### src/design/bsmg_pkg.sv
// Shared types and constants for the bounded set min-gap/range block.
// No dependencies; imported by every module of the block.
package bsmg_pkg;

  localparam int VAL_W = 32;
  localparam int GAP_W = 33;
  localparam int CAP_W = 11;
  localparam int HC_W  = 11;

  localparam logic [CAP_W-1:0] CAP_RESET = 11'd1024;
  localparam logic signed [VAL_W-1:0] INT_MAX = 32'sh7FFF_FFFF;
  localparam logic signed [VAL_W-1:0] INT_MIN = 32'sh8000_0000;
  localparam logic [GAP_W-1:0] GAP_RESET = {GAP_W{1'b1}};

  // Status from the gap unit back to the sequencer.
  typedef struct packed {
    logic             busy;
    logic [GAP_W-1:0] min_gap;
  } gap_stat_t;

endpackage

### src/design/bsmg_gap.sv
// Gap unit: subtract, absolute value, then fold into the running minimum gap.
// Depends on bsmg_pkg for widths, reset value and the status struct.
module bsmg_gap import bsmg_pkg::*; (
  input  logic                    clk,
  input  logic                    rst,
  input  logic signed [VAL_W-1:0] new_val,
  input  logic signed [VAL_W-1:0] old_val,
  input  logic                    old_valid,
  output gap_stat_t               stat
);

  logic signed [GAP_W-1:0] diff;
  logic                    diff_valid;
  logic [GAP_W-1:0]        mag;
  logic                    mag_valid;
  logic [GAP_W-1:0]        min_gap;

  always_ff @(posedge clk) begin
    diff <= {new_val[VAL_W-1], new_val} - {old_val[VAL_W-1], old_val};
    mag  <= diff[GAP_W-1] ? GAP_W'(-diff) : GAP_W'(diff);
  end

  always_ff @(posedge clk) begin
    if (rst) begin
      diff_valid <= 1'b0;
      mag_valid  <= 1'b0;
      min_gap    <= GAP_RESET;
    end else begin
      diff_valid <= old_valid;
      mag_valid  <= diff_valid;
      if (mag_valid && (mag < min_gap)) begin
        min_gap <= mag;
      end
    end
  end

  assign stat.busy    = old_valid | diff_valid | mag_valid;
  assign stat.min_gap = min_gap;

endmodule

### config.mk
export PLATFORM = sky130hd
export DESIGN_NAME = bsmg_gap
export DESIGN_NICKNAME = d
export VERILOG_FILES = /design/src/design/bsmg_pkg.sv /design/src/design/bsmg_gap.sv
export SDC_FILE = /design/constraint.sdc
export NUM_CORES = 1
export LEC_CHECK = 0
export BUFFER_PORTS_ARGS = -buffer_cell sky130_fd_sc_hd__buf_2
export CAP_MARGIN = 0
export CORE_ASPECT_RATIO = 0.7
export CORE_MARGIN = 2
export CORE_UTILIZATION = 52
export DETAILED_ROUTE_END_ITERATION = 12
export GPL_ROUTABILITY_DRIVEN = 0
export PLACE_DENSITY_LB_ADDON = 0.3
export SLEW_MARGIN = 40
export SYNTH_ARGS = -nofsm -noshare
export SYNTH_HDL_FRONTEND = slang
export SYNTH_SLANG_ARGS = --single-unit
### constraint.sdc
create_clock -name clk -period 2.4 [get_ports clk]
set_input_delay 0.24 -clock clk [delete_from_list [all_inputs] [get_ports clk]]
set_output_delay 0.24 -clock clk [all_outputs]
set_load 0.01 [all_outputs]
### Word level (Yosys, flattened, before mapping)

Cells that the tools add are included.

* flip-flop bits (word level): 101
* input bits: 67
* output and inout bits: 34
* logic and storage cells: 13

* $add $sub $neg: 2
* magnitude comparators: 1
* multiplexer cells: 1
* bitwise gates (word level): 2
* reductions and logical operators: 1

Operators with widths (number)
* < comparator 33 bit: 1
* negator 33 bit: 1
* subtractor 32 x 32 -> 33 bit: 1
* two-way mux 32 bit: 1
* OR 1 bit: 2
* logical AND 1 bit: 1

### Depth between registers and ports, before layout

Gate-level depths: netlist of the first run.

* word-level depth: 2
* depth in mapped cells: 11
* depth with buffers taken out: 10

### Worst setup path after synthesis of the first run

OpenSTA, ideal clock, no wires.

* kind: input-to-reg
* start: in old_val[2]
* end: reg diff[26]
* library setup time: 116 ps
* arrival time: 2316 ps
* required time: 2284 ps
* path slack: -32 ps
* stages on the path: 9
* buffers on the path: 0
* cells stage by stage: inv_1 > ha_1 > nor2b_1 > o2111ai_1 > a31oi_1 > o311ai_1 > a31oi_1 > or4_1 > and3_1

* longest elaborated chain between the ends: 1

Ends and longest elaborated chain
* start, declared: line bsmg_gap.sv:7 `input logic signed [VAL_W-1:0] old_val,`
* subtractor 32 x 32 -> 33 bit: line bsmg_gap.sv:19 `diff <= {new_val[VAL_W-1], new_val} - {old_val[VAL_W-1], old_val};`
* end signal, assigned: line bsmg_gap.sv:19
* end, declared: line bsmg_gap.sv:12 `logic signed [GAP_W-1:0] diff;`

Every way passes these cells.
A chain may end at the register's enable or synchronous reset.

### Worst setup path in the final report of the first run

* start: reg diff[12]
* end: reg mag[26]

* longest elaborated chain between the ends: 2

Ends and longest elaborated chain
* negator 33 bit: line bsmg_gap.sv:20 `mag <= diff[GAP_W-1] ? GAP_W'(-diff) : GAP_W'(diff);`
* two-way mux 32 bit: line bsmg_gap.sv:20
* end signal, assigned: line bsmg_gap.sv:20
* end, declared: line bsmg_gap.sv:14 `logic [GAP_W-1:0] mag;`

Every way passes these cells.

==> impl_metrics.yaml, run 1 <==
run_status:
  violations: "negative setup slack"
  outcome: "finished with violations"
timing:
  skew_ns: 0.00901
  rsz0062_at_grt: "yes"
  worst_slack_ns: -0.0242
  min_period_over_period: 1.01
  hold_violations: 0
  max_freq_mhz: 413
  whs_ns: 0.127
  tightestPinTransition_ns: 0.689
  period_minus_slack_ns: 2.42
  drv_slew: 0
  setup_viol_count_final: 1
  relSlewSlack: 0.537
drt:
  dr_total_vias: 5293
  top_layer_used: "met4"
  ant_nets: 0
  drt_wl_total_um: 13900
  drt_iter0_markers: 349
  route.met3.wl_um: 782
  routedWlPerCell_um: 14.0
  met2_length_um: 6230
  firstDrtPassIters: 5
  remaining_drc_errors: 0
  wl_met1_um: 6740
  drt-vias-per-instance: 5.32
final_layout:
  final_layout_size_suffix_gt1_frac: 0.233
  seq_area_um2: 2030
  final_area_um2: 7480
  postLayoutCoreUtil: 0.669
  final_nets: 969
  fill_cells: 901
  n_antenna_cell: 0
  final_common_cell: "buf_2"
  multi_input_area_um2: 3780
  synthToLayoutAreaGrowth_pct: 24.0
  layout_common_cells: "buf_2, dfxtp_1, nor2_1, inv_1, ha_1"
worst_setup_path:
  startpoint_type: "flop"
  critPathMaxFanout: 5
  rr_worst_depth: 7
  regToRegStartpoint: "diff[12]"
  crit_start: "diff[12]"
  critPathKind: "flop to flop"
  worst_ep_required_time_ns: 2.65
  setup.worst_path.end: "mag[26]"
  rrSetupSlack_ns: -0.02
  end_kind: "flop"
  regToRegEndpoint: "mag[26]"
  worstPathArrival_ns: 2.68
global_routing:
  grt_max_degree: 37
  grt_util_all_layers: 0.219
  antenna_found_initial: 0
  overflow: 0
  grt_pass1_vias: 4966
  grt_pass1_wl_um: 22600
flow_run:
  maxCapViolCount: 0
yosys:
  ys_ff_latch: 101
  syn-num-nets: 834
  syn_area_um2: 6030
  postSynthAreaPerCell_um2: 8.61
  synth_ff_type: "dfxtp_1"
  ys_types: 56
  synth_edf_count: 0
  synth-async-reset-ratio: 0
  yosys_warnings: 0
  syn_inst: 701
  seq_area_frac_synth: 0.335
floorplan:
  start_util: 0.540
  die_h_um: 94.1
  die_x_um: 133
  ios: 101
  core_um2: 11200
  rows: 32
  design.die.area_um2: 12500
cts:
  cts_max_level: 3
  cts_buffers: 9
  cts_buffer_depth: 2
  clk_pin_slew_worst_paths_ns: 0.07
  root_buffer: "clkbuf_16"
  clk_latency_ns: 0.34
  clkSinkCount: 101
  cts_tree: "yes"
place:
  portBuffers: 100
  place_ws_ns: -0.242
  post_dp_cell_area_um2: 6980
  post-dp-hpwl_um: 10600
power:
  power_density_nw_per_um2: 733
  irDropWorstVdd_uv: 346
  p_leak_nw: 3.59
  total_power_w: 0.00548
hold_path:
  hold_start: "old_valid"
  hold_path.class: "input pin to flop"
-- worst max-delay path, cell delays in order (launching register included) --
cell,delay [ns]
dfxtp_1,0.31
or4_4,0.56
nor4_4,0.20
nand3b_1,0.12
or2_1,0.24
or4_4,0.56
o31ai_4,0.20
xnor2_1,0.16
-- worst min-delay path by stage --
stage	endpoint	slack (ns)	cells past startpoint
2_1_floorplan	mag[0]	0.36	0
3_3_place_gp	mag[0]	0.39	0
3_5_place_dp	mag[0]	0.41	0
4_1_cts	diff_valid	0.12	2
5_1_grt	diff_valid	0.13	2
6_report	diff_valid	0.13	2
-- stage by stage --
stage | std cells | setup TNS (ns)
final | 994 | -0.0242
after global routing | 994 | -0.222
after CTS | 991 | -0.138
after detailed placement | 973 | -1.54
after global placement | 973 | -0.562
after floorplan | 701 | 0
-- logic make-up (layout without fill, tap and decap cells) --
group           count (synthesis)  after routing  share of synthesized area
compound gates                149            149                      0.164
xor+xnor                       57             57                     0.0827
fa+ha+maj                      66             66                      0.138
buf+inv                        98            238                     0.0616
flops                         101            101                      0.335
mux                            34             34                     0.0564
simple gates                  196            196                      0.162
-- power breakdown --
group | switching (W) | internal (W) | total [W]
Clock | 0.000593 | 0.000733 | 0.00133
Combinational | 0.000833 | 0.000835 | 0.00167
Sequential | 0.000389 | 0.00210 | 0.00249
Total | 0.00182 | 0.00366 | 0.00548
-- Yosys cell counts (2+ instances only) --
cell | instances | area, um^2
o21a_1 | 12 | 90.1
o41ai_1 | 4 | 35.0
a21o_1 | 13 | 97.6
a21oi_1 | 33 | 165
and2_1 | 2 | 12.5
mux2i_1 | 34 | 340
nand4_1 | 9 | 56.3
or4_1 | 4 | 30.0
or3_1 | 4 | 25.0
inv_1 | 77 | 289
nor3b_1 | 2 | 15.0
nor4_1 | 4 | 25.0
dfxtp_1 | 101 | 2020
o22ai_1 | 2 | 12.5
o211ai_1 | 4 | 30.0
nand2_1 | 30 | 113
a21boi_0 | 2 | 15.0
o31ai_1 | 11 | 82.6
ha_1 | 65 | 813
nand3b_1 | 2 | 15.0
o21ai_0 | 33 | 165
xor2_1 | 12 | 105
nor3_1 | 5 | 25.0
a211o_1 | 2 | 17.5
a2111oi_0 | 2 | 17.5
a221oi_1 | 5 | 43.8
nor2_1 | 89 | 334
nand2b_1 | 7 | 43.8
or4_4 | 3 | 33.8
o2bb2ai_1 | 2 | 17.5
a31oi_1 | 5 | 31.3
and3_1 | 8 | 50.1
xnor2_1 | 45 | 394
a211oi_1 | 6 | 45.0
clkbuf_1 | 17 | 63.8
nor2b_1 | 9 | 56.3
buf_2 | 3 | 15.0
nand3_1 | 10 | 50.1
o31ai_2 | 3 | 37.5
and4_1 | 3 | 26.3
a31o_2 | 2 | 17.5
-- registers in the layout, summed over array words and instances, names as in the netlist --
signal,cells
diff,33
diff_valid,1
mag,33
mag_valid,1
min_gap,33
-- layer usage --
metal / track usage / vias up
met3: 0.0367 / 15
li1: - / 2704
met5: 0 / -
met4: 0.0573 / 0
met2: 0.359 / 179
met1: 0.301 / 2395
-- final cells by class --
cell class,instances,share of cell area
inverter,77,0.0386
tap,153,0.0256
multi-input combinational,502,0.506
clock buffer,11,0.0325
timing repair buffer,145,0.121
sequential,101,0.272
clock inverter,5,0.00485
-- what timing repair did --
item | in CTS | in global routing
pin swaps | 7 | 12
hold buffers | 0 | 0
buffers inserted | 2 | 0
cloned | 0 | 3
setup endpoints to repair | 3 | 46
resized for setup | 5 | 24
endpoints found under the hold margin | 0 | 0
(Power assumes the default switching activity.)
==> run 2: changes to the inputs <==
--- a/config.mk
+++ b/config.mk
@@ -6,12 +6,11 @@
 export NUM_CORES = 1
 export LEC_CHECK = 0
 export BUFFER_PORTS_ARGS = -buffer_cell sky130_fd_sc_hd__buf_2
-export CAP_MARGIN = 0
 export CORE_ASPECT_RATIO = 0.7
-export CORE_MARGIN = 2
+export CORE_MARGIN = 10
 export CORE_UTILIZATION = 52
 export DETAILED_ROUTE_END_ITERATION = 12
-export GPL_ROUTABILITY_DRIVEN = 0
+export GPL_ROUTABILITY_DRIVEN = 1
 export PLACE_DENSITY_LB_ADDON = 0.3
 export SLEW_MARGIN = 40
 export SYNTH_ARGS = -nofsm -noshare
==> run 2 against run 1 <==
  * The run still ends with negative setup slack left
  * Clock skew hardly changed
  * Critical path depth unchanged
  * Die area increased by 31%
  * Global-route usage shrank 4.6 points
  * Core utilization down 0.17 points
  * First-iteration DRC count decreased by 2.3%
  * Non-clock buffer count is 3 higher
  * Register-to-register slack improved by 0.02 ns
  * Final area down 0.25%
  * Sequential cell count unchanged
==> impl_metrics.yaml, run 2 (synthesis gave the netlist of run 1 again) <==
floorplan:
  ios: 101
  die_x_um: 149
  start_util: 0.540
  core_um2: 11200
  die_h_um: 110
  rows: 32
  design.die.area_um2: 16400
cts:
  clk_latency_ns: 0.34
  cts_max_level: 3
  cts_tree: "yes"
  clkSinkCount: 101
  clk_pin_slew_worst_paths_ns: 0.08
  cts_buffer_depth: 2
  cts_buffers: 9
  root_buffer: "clkbuf_16"
place:
  gp_congestion: 0.935
  portBuffers: 100
  place_inst: 977
  post-dp-hpwl_um: 11500
timing:
  whs_ns: 0.145
  tns_ns: -0.00299
  drv_slew: 0
  rsz0062_at_grt: "yes"
  hold_violations: 0
  max_freq_mhz: 416
  setup_viol_count_final: 1
  min_period_over_period: 1.00
  worst_slack_ns: -0.00299
  skew_ns: 0.00871
  period_minus_slack_ns: 2.40
  relSlewSlack: 0.565
  tightestPinTransition_ns: 0.636
drt:
  drt_iter0_markers: 341
  routedWlPerCell_um: 15.2
  remaining_drc_errors: 0
  ant_nets: 0
  firstDrtPassIters: 5
  drt_wl_total_um: 15100
  dr_total_vias: 5323
  drt-vias-per-instance: 5.34
power:
  pwr-share-comb: 0.295
  irDropWorstVdd_uv: 413
  total_power_w: 0.00564
  switching_power_w: 0.00189
  intPower_w: 0.00375
  power_density_nw_per_um2: 756
  p_leak_nw: 3.62
  p_seq_frac: 0.438
  swShare: 0.334
  p_clk_frac: 0.267
worst_setup_path:
  startpoint_type: "flop"
  crit_slowest_cell: "or4_4"
  cp_num_buf_inv: 0
  cpMostUsedCell: "or4_4"
  worst_ep_required_time_ns: 2.67
  path_cells: "or4_4 > nor4_4 > nand3b_1 > or2_1 > or4_4 > o31ai_2 > xnor2_1"
  worstPathArrival_ns: 2.67
  cp_top_family: "simple AND/OR/NAND/NOR gates"
  critPathKind: "flop to flop"
  max_stage_delay_ns: 0.57
  end_kind: "flop"
  critPathMaxFanout: 5
global_routing:
  overflow: 0
  antenna_found_initial: 0
  grt_max_degree: 37
  grt_util_all_layers: 0.173
  grt_pass1_vias: 5365
  grt_pass1_wl_um: 24100
final_layout:
  layout_common_cells: "buf_2, dfxtp_1, nor2_1, inv_1, ha_1"
  reg_top3: "diff x33, mag x33, min_gap x33"
  final_nets: 972
  n_antenna_cell: 0
  final_cells: 997
  final_layout_size_suffix_gt1_frac: 0.223
  final_common_cell: "buf_2"
  synthToLayoutAreaGrowth_pct: 23.6
run_status:
  violations: "negative setup slack"
  outcome: "finished with violations"
flow_run:
  maxCapViolCount: 0
hold_path:
  hold_path.class: "input pin to flop"
run 2: changes by cell type in the layout (fill, tap and decap cells not counted), sizes merged:
cell and change:
bufinv +1, inv +5, clkbuf -2, buf +3, clkinv -4
run 2: final timing paths:
path                                start          to  slack (ns)  cells past startpoint
worst max-delay path             diff[12]     mag[26]      -0.003                      7
worst min-delay path            old_valid  diff_valid        0.15                      2
worst max register to register   diff[12]     mag[26]      -0.003                      7
worst min register to register    diff[0]      mag[0]        0.40                      0
run 2: metrics by stage:
stage / worst slack, ns / utilization / cell area (um^2)
after floorplan: 0.00167 / - / 6050
final: -0.00299 / 0.668 / 7460
after global routing: -0.112 / 0.668 / 7460
after CTS: 0.0351 / 0.657 / 7330
after global placement: -0.142 / 0.628 / 7010
after detailed placement: -0.214 / 0.628 / 7010
run 2: what timing repair did:
item	CTS	global route
setup endpoints to repair	3	43
endpoints found under the hold margin	0	0
cloned	0	3
hold buffers	0	0
pin swaps	1	3
gates resized for setup	1	17
setup buffers	0	1
run 2: power groups by stage:
stage	sequential, W	clock, W	combinational [W]
after global routing	0.00251	0.00159	0.00186
after floorplan	0.00237	0	0.00111
after global placement	0.00245	0	0.00154
final	0.00247	0.00151	0.00166
after detailed placement	0.00248	0	0.00158
after CTS	0.00244	0.00153	0.00161
run 2: area by class of cell:
type | instances | area [um^2]
tap | 153 | 191
sequential | 101 | 2030
multi-input combinational | 502 | 3710
timing repair buffer | 148 | 928
inverter | 77 | 289
fill | 903 | 3710
clock inverter | 7 | 87.6
clock buffer | 9 | 225
run 2: worst reg2reg max path, stage by stage, from the launching register on:
cell      delay, ns
dfxtp_2        0.32
or4_4          0.57
nor4_4         0.18
nand3b_1       0.11
or2_1          0.25
or4_4          0.49
o31ai_2        0.25
xnor2_1        0.16
run 2: metal layers:
| layer | vias up | track usage | wire [um] |
|---|---|---|---|
| met5 | - | 0 | 0 |
| met4 | 0 | 0.0482 | 189 |
| met3 | 13 | 0.0383 | 992 |
| met2 | 175 | 0.274 | 6460 |
| met1 | 2411 | 0.234 | 7470 |
| li1 | 2724 | - | - |
